[src/design/cfmm_pkg.sv]
// Shared types and constants for the circular FIFO with min/max query.
package cfmm_pkg;

	// Width of one stored word and of the reported occupancy.
	localparam int DATA_W = 32;
	localparam int OCC_W  = 3;

	// Request codes.
	localparam logic [1:0] REQ_PUSH  = 2'd0;
	localparam logic [1:0] REQ_POP   = 2'd1;
	localparam logic [1:0] REQ_CLEAR = 2'd2;
	localparam logic [1:0] REQ_QUERY = 2'd3;

	// Status codes.
	localparam logic [1:0] STAT_OK          = 2'd0;
	localparam logic [1:0] STAT_OVERFLOW    = 2'd1;
	localparam logic [1:0] STAT_UNDERFLOW   = 2'd2;
	localparam logic [1:0] STAT_EMPTY_QUERY = 2'd3;

	// Sequencer states.
	typedef enum logic [1:0] {
		S_IDLE,
		S_POP,
		S_SCAN,
		S_DONE
	} state_t;

endpackage

[src/design/cfmm_if.sv]
// Request and response channel interfaces of the circular FIFO.
interface cfmm_req_if;
	import cfmm_pkg::*;

	logic                     valid;
	logic                     ready;
	logic [1:0]               req_type;
	logic signed [DATA_W-1:0] push_value;

	modport source (output valid, output req_type, output push_value, input ready);
	modport sink   (input valid, input req_type, input push_value, output ready);
endinterface

interface cfmm_rsp_if;
	import cfmm_pkg::*;

	logic                     valid;
	logic                     ready;
	logic [1:0]               status;
	logic signed [DATA_W-1:0] pop_value;
	logic signed [DATA_W-1:0] max_value;
	logic signed [DATA_W-1:0] min_value;
	logic [OCC_W-1:0]         occupancy;

	modport source (
		output valid, output status, output pop_value, output max_value,
		output min_value, output occupancy, input ready
	);
	modport sink (
		input valid, input status, input pop_value, input max_value,
		input min_value, input occupancy, output ready
	);
endinterface

[src/design/cfmm_ram.sv]
// Generic single-write, single-read RAM with registered read data.
module cfmm_ram #(
	parameter int WIDTH = 32,
	parameter int DEPTH = 4
) (
	input  logic                     clk,
	input  logic                     we,
	input  logic [$clog2(DEPTH)-1:0] waddr,
	input  logic [WIDTH-1:0]         wdata,
	input  logic                     re,
	input  logic [$clog2(DEPTH)-1:0] raddr,
	output logic [WIDTH-1:0]         rdata
);

	logic [WIDTH-1:0] mem_q [DEPTH];

	// Write port.
	always_ff @(posedge clk) begin
		if (we) begin
			mem_q[waddr] <= wdata;
		end
	end

	// Read port with output register.
	always_ff @(posedge clk) begin
		if (re) begin
			rdata <= mem_q[raddr];
		end
	end

endmodule

[src/design/circular_fifo_min_max_core.sv]
// A query reads the stored words one word per cycle through the single RAM read port.
// Throughput: one request at a time; the next word is accepted once the sequencer is back in idle,
// which it reaches as soon as the result enters the output register.
// Reset clears the pointers, the count, the sequencer and the response valid; the storage itself
// is not cleared, and a pop or query uses only words that were pushed.
module circular_fifo_min_max_core #(
	parameter int DEPTH = 4
) (
	input  logic       clk,
	input  logic       arst_n,
	cfmm_req_if.sink   req,
	cfmm_rsp_if.source rsp
);
	import cfmm_pkg::*;

	localparam int PTR_W = $clog2(DEPTH);
	localparam int CNT_W = $clog2(DEPTH + 1);

	state_t state_q, state_nxt;

	logic [PTR_W-1:0] head_q, tail_q, scan_ptr_q;
	logic [CNT_W-1:0] count_q, left_q;
	logic             first_q;

	logic [1:0]               res_status_q;
	logic signed [DATA_W-1:0] res_pop_q, max_q, min_q;

	logic                     rsp_valid_q;
	logic [1:0]               rsp_status_q;
	logic signed [DATA_W-1:0] rsp_pop_q, rsp_max_q, rsp_min_q;
	logic [OCC_W-1:0]         rsp_occ_q;

	logic             accept, is_empty, is_full, rsp_load;
	logic             ram_we, ram_re;
	logic [PTR_W-1:0] ram_raddr;
	logic [DATA_W-1:0] ram_rdata;
	logic signed [DATA_W-1:0] rd_word;

	// Ring pointer advance with wrap at the last entry.
	function automatic logic [PTR_W-1:0] ptr_next(input logic [PTR_W-1:0] p);
		logic [PTR_W-1:0] r;
		if (p == PTR_W'(DEPTH - 1)) begin
			r = '0;
		end else begin
			r = p + PTR_W'(1);
		end
		return r;
	endfunction

	assign is_empty = (count_q == '0);
	assign is_full  = (count_q == CNT_W'(DEPTH));
	assign accept   = req.valid && req.ready;
	assign rsp_load = (state_q == S_DONE) && (!rsp_valid_q || rsp.ready);
	assign rd_word  = $signed(ram_rdata);

	// Next-state logic of the sequencer.
	always_comb begin
		state_nxt = state_q;
		case (state_q)
			S_IDLE: begin
				if (accept) begin
					case (req.req_type)
						REQ_POP:   state_nxt = is_empty ? S_DONE : S_POP;
						REQ_QUERY: state_nxt = is_empty ? S_DONE : S_SCAN;
						default:   state_nxt = S_DONE;
					endcase
				end
			end
			S_POP:  state_nxt = S_DONE;
			S_SCAN: begin
				if (left_q == CNT_W'(1)) begin
					state_nxt = S_DONE;
				end
			end
			S_DONE: begin
				if (rsp_load) begin
					state_nxt = S_IDLE;
				end
			end
			default: state_nxt = S_IDLE;
		endcase
	end

	// Sequencer outputs: handshake and RAM port control.
	always_comb begin
		req.ready = 1'b0;
		ram_we    = 1'b0;
		ram_re    = 1'b0;
		ram_raddr = head_q;
		case (state_q)
			S_IDLE: begin
				req.ready = 1'b1;
				ram_we    = accept && (req.req_type == REQ_PUSH) && !is_full;
				ram_re    = accept && !is_empty
					&& ((req.req_type == REQ_POP) || (req.req_type == REQ_QUERY));
			end
			S_SCAN: begin
				ram_re    = 1'b1;
				ram_raddr = scan_ptr_q;
			end
			default: begin
				req.ready = 1'b0;
			end
		endcase
	end

	always_ff @(posedge clk or negedge arst_n) begin
		if (!arst_n) begin
			state_q <= S_IDLE;
		end else begin
			state_q <= state_nxt;
		end
	end

	// Queue pointers and count, updated when a request is accepted.
	always_ff @(posedge clk or negedge arst_n) begin
		if (!arst_n) begin
			head_q  <= '0;
			tail_q  <= '0;
			count_q <= '0;
		end else if (accept) begin
			case (req.req_type)
				REQ_PUSH: begin
					if (!is_full) begin
						tail_q  <= ptr_next(tail_q);
						count_q <= count_q + CNT_W'(1);
					end
				end
				REQ_POP: begin
					if (!is_empty) begin
						head_q  <= ptr_next(head_q);
						count_q <= count_q - CNT_W'(1);
					end
				end
				REQ_CLEAR: begin
					head_q  <= '0;
					tail_q  <= '0;
					count_q <= '0;
				end
				default: begin
					count_q <= count_q;
				end
			endcase
		end
	end

	// Result staging: status at accept, popped word, and the min/max compare loop.
	always_ff @(posedge clk) begin
		if (accept) begin
			res_status_q <= STAT_OK;
			res_pop_q    <= '0;
			max_q        <= '0;
			min_q        <= '0;
			scan_ptr_q   <= ptr_next(head_q);
			left_q       <= count_q;
			first_q      <= 1'b1;
			case (req.req_type)
				REQ_PUSH:  if (is_full)  res_status_q <= STAT_OVERFLOW;
				REQ_POP:   if (is_empty) res_status_q <= STAT_UNDERFLOW;
				REQ_QUERY: if (is_empty) res_status_q <= STAT_EMPTY_QUERY;
				default:   res_status_q <= STAT_OK;
			endcase
		end else if (state_q == S_POP) begin
			res_pop_q <= rd_word;
		end else if (state_q == S_SCAN) begin
			// One stored word per cycle goes through the shared compare pair.
			first_q    <= 1'b0;
			left_q     <= left_q - CNT_W'(1);
			scan_ptr_q <= ptr_next(scan_ptr_q);
			if (first_q || (rd_word > max_q)) begin
				max_q <= rd_word;
			end
			if (first_q || (rd_word < min_q)) begin
				min_q <= rd_word;
			end
		end
	end

	// Output register: holds the word until the sink takes it.
	always_ff @(posedge clk or negedge arst_n) begin
		if (!arst_n) begin
			rsp_valid_q <= 1'b0;
		end else if (rsp_load) begin
			rsp_valid_q <= 1'b1;
		end else if (rsp.ready) begin
			rsp_valid_q <= 1'b0;
		end
	end

	always_ff @(posedge clk) begin
		if (rsp_load) begin
			rsp_status_q <= res_status_q;
			rsp_pop_q    <= res_pop_q;
			rsp_max_q    <= max_q;
			rsp_min_q    <= min_q;
			rsp_occ_q    <= OCC_W'(count_q);
		end
	end

	assign rsp.valid     = rsp_valid_q;
	assign rsp.status    = rsp_status_q;
	assign rsp.pop_value = rsp_pop_q;
	assign rsp.max_value = rsp_max_q;
	assign rsp.min_value = rsp_min_q;
	assign rsp.occupancy = rsp_occ_q;

	// Entry storage.
	cfmm_ram #(
		.WIDTH(DATA_W),
		.DEPTH(DEPTH)
	) u_ram (
		.clk   (clk),
		.we    (ram_we),
		.waddr (tail_q),
		.wdata (req.push_value),
		.re    (ram_re),
		.raddr (ram_raddr),
		.rdata (ram_rdata)
	);

endmodule

[src/flat_wrapper.sv]
// flat-port wrapper written by rule: the top's interface ports become plain ports
module circular_fifo_min_max_core_flat import cfmm_pkg::*;
#(
	parameter int DEPTH = 4
)
  (clk, arst_n, req_valid, req_req_type, req_push_value, req_ready, rsp_valid, rsp_status, rsp_pop_value, rsp_max_value, rsp_min_value, rsp_occupancy, rsp_ready);
  cfmm_req_if req_i ();
  cfmm_rsp_if rsp_i ();
  input  logic clk;
  input  logic arst_n;
  input wire logic [$bits(req_i.valid)-1:0] req_valid;
  input wire logic [$bits(req_i.req_type)-1:0] req_req_type;
  input wire logic [$bits(req_i.push_value)-1:0] req_push_value;
  output wire logic [$bits(req_i.ready)-1:0] req_ready;
  output wire logic [$bits(rsp_i.valid)-1:0] rsp_valid;
  output wire logic [$bits(rsp_i.status)-1:0] rsp_status;
  output wire logic [$bits(rsp_i.pop_value)-1:0] rsp_pop_value;
  output wire logic [$bits(rsp_i.max_value)-1:0] rsp_max_value;
  output wire logic [$bits(rsp_i.min_value)-1:0] rsp_min_value;
  output wire logic [$bits(rsp_i.occupancy)-1:0] rsp_occupancy;
  input wire logic [$bits(rsp_i.ready)-1:0] rsp_ready;
  assign req_i.valid = req_valid;
  assign req_i.req_type = req_req_type;
  assign req_i.push_value = req_push_value;
  assign req_ready = req_i.ready;
  assign rsp_valid = rsp_i.valid;
  assign rsp_status = rsp_i.status;
  assign rsp_pop_value = rsp_i.pop_value;
  assign rsp_max_value = rsp_i.max_value;
  assign rsp_min_value = rsp_i.min_value;
  assign rsp_occupancy = rsp_i.occupancy;
  assign rsp_i.ready = rsp_ready;
  circular_fifo_min_max_core #(.DEPTH(DEPTH)) u_core (.clk(clk), .arst_n(arst_n), .req(req_i), .rsp(rsp_i));
endmodule
[config.mk]
export PLATFORM = sky130hd
export DESIGN_NAME = circular_fifo_min_max_core_flat
export DESIGN_NICKNAME = d
export VERILOG_FILES = /design/src/design/cfmm_pkg.sv /design/src/design/cfmm_if.sv /design/src/design/cfmm_ram.sv /design/src/design/circular_fifo_min_max_core.sv /design/src/flat_wrapper.sv
export SDC_FILE = /design/constraint.sdc
export NUM_CORES = 1
export LEC_CHECK = 0
export ABC_AREA = 1
export BUFFER_PORTS_ARGS = -buffer_cell sky130_fd_sc_hd__buf_4
export CAP_MARGIN = 10
export CORE_ASPECT_RATIO = 1.5
export CORE_MARGIN = 4
export CORE_UTILIZATION = 53
export DETAILED_ROUTE_END_ITERATION = 12
export PLACE_DENSITY_LB_ADDON = 0.05
export SETUP_SLACK_MARGIN = 0.5
export SYNTH_ARGS = -nofsm -noshare
export SYNTH_HDL_FRONTEND = slang
export SYNTH_SLANG_ARGS = --single-unit
[constraint.sdc]
create_clock -name clk -period 6.2 [get_ports clk]
set_clock_uncertainty 0.15 [all_clocks]
set_input_delay 0.62 -clock clk [delete_from_list [all_inputs] [get_ports clk]]
set_output_delay 0.62 -clock clk [all_outputs]
set_load 0.01 [all_outputs]
Yosys cells after proc, flatten, opt, wreduce, memory -nomap -nowiden
Memories as Yosys holds them, arrays and structs flattened. A register that Yosys moved wholly into a read port is not among the register bits. Cells that the tools add are included.

Memories kept: 1. Bits in writable memories: 128. Output and inout bits: 103. Logic and storage cells: 108. Bits in registers: 215. Input port bits: 38.

Add/sub/neg operators: 6. Equality and inequality tests: 17. Reduce and logical (&&, ||, !) cells: 29. Order comparisons: 2. Multiplexer cells: 35. Bitwise gates (word level): 1.

Memory list: u_core.u_ram.mem_q (depth 4, width 32, rd ports 1, clocked after Yosys merged registers in 1, write ports 1, RTL line cfmm_ram.sv:15) `logic [WIDTH-1:0] mem_q [DEPTH];`.

Operator list (number): $gt A32 B32 Y1 (1); $lt A32 B32 Y1 (1); $mux W2 (15); $mux W3 (5); $reduce_and A3 Y1 (5); $eq A2 B2 Y1 const B (7); $pmux W2 S2 (3); $pmux W3 S3 (1); $mux W1 (8); $ne A2 B1 Y1 const B (4); $pmux W2 S4 (1); $reduce_bool A2 Y1 (4); $add A2 B1 Y2 const B (3); $logic_and A1 B1 Y1 (6); $pmux W2 S3 (1); $sub A3 B1 Y3 const B (2); $eq A2 B1 Y1 const B (2); $logic_not A2 Y1 (2); $logic_or A1 B1 Y1 (4); $ne A2 B2 Y1 const B (2); $reduce_and A2 Y1 (2); $reduce_and A4 Y1 (1); $add A3 B1 Y3 const B (1); $eq A3 B1 Y1 const B (1); 6 further kinds (8).

Logic depth before layout (Yosys ltp)
Word-level depth: 8. Gate-level depth with buffers: 21. Mapped depth without buffers: 20.

Modules after synthesis
From an unflattened synthesis, not the netlist that was laid out.

Cells, all modules: 1525. Area total of the unflattened synthesis: 16060.4 um2.

By module, submodules not included: circular_fifo_min_max_core (times used 1, sequential area each 5435.2 um2, cells an instance 984, area each 9661.8 um2); cfmm_ram (times used 1, sequential area each 4804.6 um2, cells an instance 541, area each 6398.6 um2).

Worst setup path before layout
Ideal clock, no wire load.

Path kind: input to register. Start: in rsp_ready. End: reg u_core.rsp_max_q[0] (netlist: u_core.rsp.max_value[0]), enable pin. Library setup time: 594 ps. Path buffers: 0. Cell stages on the path: 2. Data arrival time: 5508 ps. Path slack: -52 ps. Data required time: 5456 ps. Cells stage by stage: inv_1 -> a21oi_1.

Cells in the longest elaborated chain, start to end: 2.

RTL lines: start: declaration (RTL line flat_wrapper.sv:21) `input wire logic [$bits(rsp_i.ready)-1:0] rsp_ready;`; $logic_or A1 B1 Y1 (RTL line circular_fifo_min_max_core.sv:53) `assign rsp_load = (state_q == S_DONE) && (!rsp_valid_q || rsp.ready);`; $logic_and A1 B1 Y1 (RTL line circular_fifo_min_max_core.sv:53); via u_core.rsp_load (RTL line circular_fifo_min_max_core.sv:33) `logic accept, is_empty, is_full, rsp_load;`; end signal: assignment (RTL line circular_fifo_min_max_core.sv:194) `rsp_max_q <= max_q;`; end: declaration (RTL line circular_fifo_min_max_core.sv:30) `logic signed [DATA_W-1:0] rsp_pop_q, rsp_max_q, rsp_min_q;`.

The timed path passes the listed nets, and every way through them passes these cells. A chain may end at the register's enable or synchronous reset.

Final worst setup path
Start: reg u_core.state_q[0]. End: reg u_core.u_ram.rdata[31], read port of u_core.u_ram.mem_q (data pin).

Cells in the longest elaborated chain, start to end: 6. Elaborated cells on any way between the ends: 8. Those cells by class: eq/ne: 1; mux: 3; reduce/logical: 4.

RTL lines: start: declaration (RTL line circular_fifo_min_max_core.sv:19) `state_t state_q, state_nxt;`; start signal: assignment (RTL line circular_fifo_min_max_core.sv:111) `state_q <= state_nxt;`; $logic_not A2 Y1 (RTL line circular_fifo_min_max_core.sv:90) `case (state_q)`; $mux W1 (RTL line circular_fifo_min_max_core.sv:90); $logic_and A1 B1 Y1 (RTL line circular_fifo_min_max_core.sv:52) `assign accept = req.valid && req.ready;`; $logic_and A1 B1 Y1 (RTL line circular_fifo_min_max_core.sv:94) `ram_re = accept && !is_empty`; $logic_and A1 B1 Y1 (RTL line circular_fifo_min_max_core.sv:95) `&& ((req.req_type == REQ_POP) || (req.req_type == REQ_QUERY));`; $pmux W1 S2 (RTL line circular_fifo_min_max_core.sv:90); end: declaration (RTL line cfmm_ram.sv:12) `output logic [WIDTH-1:0] rdata`.

Parallel ways exist; a longest one is shown, timed or not.

==> results.json <==
{
  "drt-vias-per-instance": 5.18,
  "final-hold-violation-count": 0,
  "ys_warn_count": 0,
  "clock_sinks": 375,
  "fin_tns_setup_ns": 0,
  "fp.coreArea_um2": 28600,
  "max_freq_ghz": 0.312,
  "gp_congestion": 0.819,
  "final_cell_area_um2": 18100,
  "die_h_um": 216,
  "yosysTopAreaCell": "edfxtp_1",
  "synth-seq-cells": 375,
  "wl_per_cell_um": 15.8,
  "hpwlAfterDp_um": 19000,
  "root_buffer": "clkbuf_16",
  "cts_tree": "built",
  "vias": 9766,
  "finish.utilization": 0.632,
  "grt_overflow": 0,
  "start_util": 0.536,
  "slew-limit-headroom": 0.253,
  "cts_max_level": 2,
  "timing.hold.ws_ns": 0.145,
  "drv_cap": 0,
  "die_w_um": 147,
  "hold_path_class": "in2reg",
  "finalMaxSlewViolations": 0,
  "syn2layout_area_growth_pct": 17.9,
  "dpl_cell_area_um2": 16700,
  "path_clk_slew_ns": 0.06,
  "period_share": 0.516,
  "cp.arrival_ns": 3.36,
  "worstSkewPairLatency_ns": 0.53,
  "synth_area_leaders": "edfxtp_1 (52%), dfxtp_1 (13%), nand2_1 (6.2%), ha_1 (6.2%), a21oi_1 (4.3%)",
  "top_usage_layer": "met2",
  "syn_area_um2": 15400,
  "worst_slew_pin_slew_ns": 1.12,
  "dr.pass1.iters": 5,
  "synth_top_area_frac": 0.524,
  "status": "finished clean",
  "synth_seq_area_share": 0.667,
  "worst-r2r-cell-count": 9,
  "cts_made_buffers": 35,
  "n_antenna_cell": 0,
  "hold_buffers": 1,
  "critPathCaptureType": "flop",
  "use_met2": 0.312,
  "nNetsFinal": 1584,
  "synth_edf_count": 268,
  "io_pins": 141,
  "finalSetupViolCount": 0,
  "avgSynthCellArea_um2": 11.4,
  "crit_type": "reg2reg",
  "syn_inst": 1342,
  "power_w": 0.0105,
  "grt_max_degree": 104,
  "required_ns": 6.36,
  "worstSetupStartpoint": "u_core.state_q[0]$_DFFE_PN0P_",
  "ant_nets": 0,
  "synth_cell_types": 34,
  "grt_first_pass_wirelength_um": 47900,
  "ys.flop_type": "edfxtp_1",
  "p_per_area_nw_per_um2": 582,
  "cts_buffer_depth": 3,
  "antenna_found_initial": 0,
  "grt_usage": 0.187,
  "crit_path_max_fanout": 65,
  "wl_um": 29900,
  "start_kind": "flop",
  "post_cts_buffers": 0,
  "power_leakage_nw": 7.39,
  "period_needed_ns": 3.20,
  "grtUsageMet3": 0.0301,
  "die_area_um2": 31800,
  "grt_setup_unrepaired": "false",
  "async_flop_share": 0.0267,
  "port_buffers": 140,
  "vdd_drop_max_mv": 0.483,
  "synth_nets": 1457,
  "use_met1": 0.256,
  "whs_path_depth": 1,
  "grt_pass1_vias": 9025,
  "rows": 76,
  "min-delay-start": "req_push_value[4]",
  "drcViolationCount": 0,
  "cts_resized": 0,
  "reg2reg_from": "u_core.state_q[0]$_DFFE_PN0P_",
  "drive_above_1_share": 0.177,
  "dr.first_iter.drc_count": 504
}
## power breakdown
part / switching [W] / internal (W) / total, W / leakage [nW]
Combinational: 0.00254 / 0.00144 / 0.00397 / 3.35
Clock: 0.000905 / 0.00150 / 0.00240 / 0.639
Sequential: 0.000496 / 0.00366 / 0.00416 / 3.41
Total: 0.00394 / 0.00660 / 0.0105 / 7.39
## cells in the mapped netlist (all sizes together), types with 3 or more instances
master	count
nand2	256
o21ai	53
nor3b	3
edfxtp	268
a32oi	32
clkbuf	42
ha	76
a21oi	162
o22ai	5
nand3	76
inv	134
dfrtp	10
nor2	93
buf	21
dfxtp	97
## logic make-up (layout without fill, tap and decap cells)
| logic type | Yosys count | count (layout) | share of synthesized area |
|---|---|---|---|
| compound gates | 258 | 258 | 0.101 |
| xor+xnor | 2 | 2 | 0.00114 |
| fa+ha+maj | 77 | 77 | 0.0632 |
| buf+inv | 198 | 351 | 0.0529 |
| flops | 375 | 375 | 0.667 |
| simple gates | 432 | 432 | 0.115 |
## through the flow
step	std cells	setup slack, ns
after floorplan	1342	1.99
after global placement	1820	3.00
after detailed placement	1820	2.97
after CTS	1884	2.96
after global routing	1885	2.67
final	1885	3.00
## worst max-delay path, cell delays in order, from the launching register on
cell     delay, ns
dfrtp_1       0.42
inv_1         0.11
ha_1          0.31
inv_2         0.14
nand2_1       0.10
nand2_2       0.04
buf_4         0.32
inv_2         0.89
nand2_1       0.11
a32oi_1       0.36
## cells in the final DEF (no fill, tap or decap), drive strengths merged
cell,instances
edfxtp,268
nand2,256
a21oi,162
buf,152
inv,135
dfxtp,97
nor2,93
ha,76
nand3,76
o21ai,53
clkbuf,44
a32oi,32
dfrtp,10
bufinv,9
clkinv,9
o22ai,5
nor3b,3
xnor2,2
nor3,2
nand4,2
o21a,2
o31ai,2
o211ai,1
a21o,1
fa,1
clkinvlp,1
dlygate4sd3,1
## worst paths after layout
path / slack, ns / endpoint
hold reg to reg: 0.27 / u_core.rsp.status[0]$_DFFE_PP_
min in group asynchronous: 0.32 / u_core.count_q[2]$_DFFE_PN0P_
max in group asynchronous: 5.43 / u_core.count_q[1]$_DFFE_PN0P_
hold / removal: 0.14 / u_core.u_ram.mem_q[0][4]$_DFFE_PP_
setup reg to reg: 3.00 / u_core.u_ram.rdata[31]$_DFFE_PP_
setup / recovery: 3.00 / u_core.u_ram.rdata[31]$_DFFE_PP_
## layer usage
metal | vias up | part of all wire
met5 | - | 0
met1 | 4618 | 0.45
met3 | 38 | 0.047
met4 | 0 | 0.018
met2 | 208 | 0.49
li1 | 4902 | -
## sequential cells by signal, indices dropped and copies added (netlist names), 3 cells and up
register and flops:
u_core.max_q 32, u_core.u_ram.rdata 32, u_core.u_ram.mem_q 128, u_core.rsp.max_value 32, u_core.rsp.pop_value 32, u_core.rsp.occupancy 3
u_core.res_pop_q 32, u_core.min_q 32, u_core.rsp.min_value 32, u_core.count_q 3, u_core.left_q 3
## layout make-up
cell class	count	area (µm²)
clock buffer	44	972
inverter	135	507
fill	2274	10500
sequential	375	10200
multi-input combinational	769	4370
clock inverter	19	338
tap	390	488
timing repair buffer	153	1180
(Power assumes the default switching activity.)
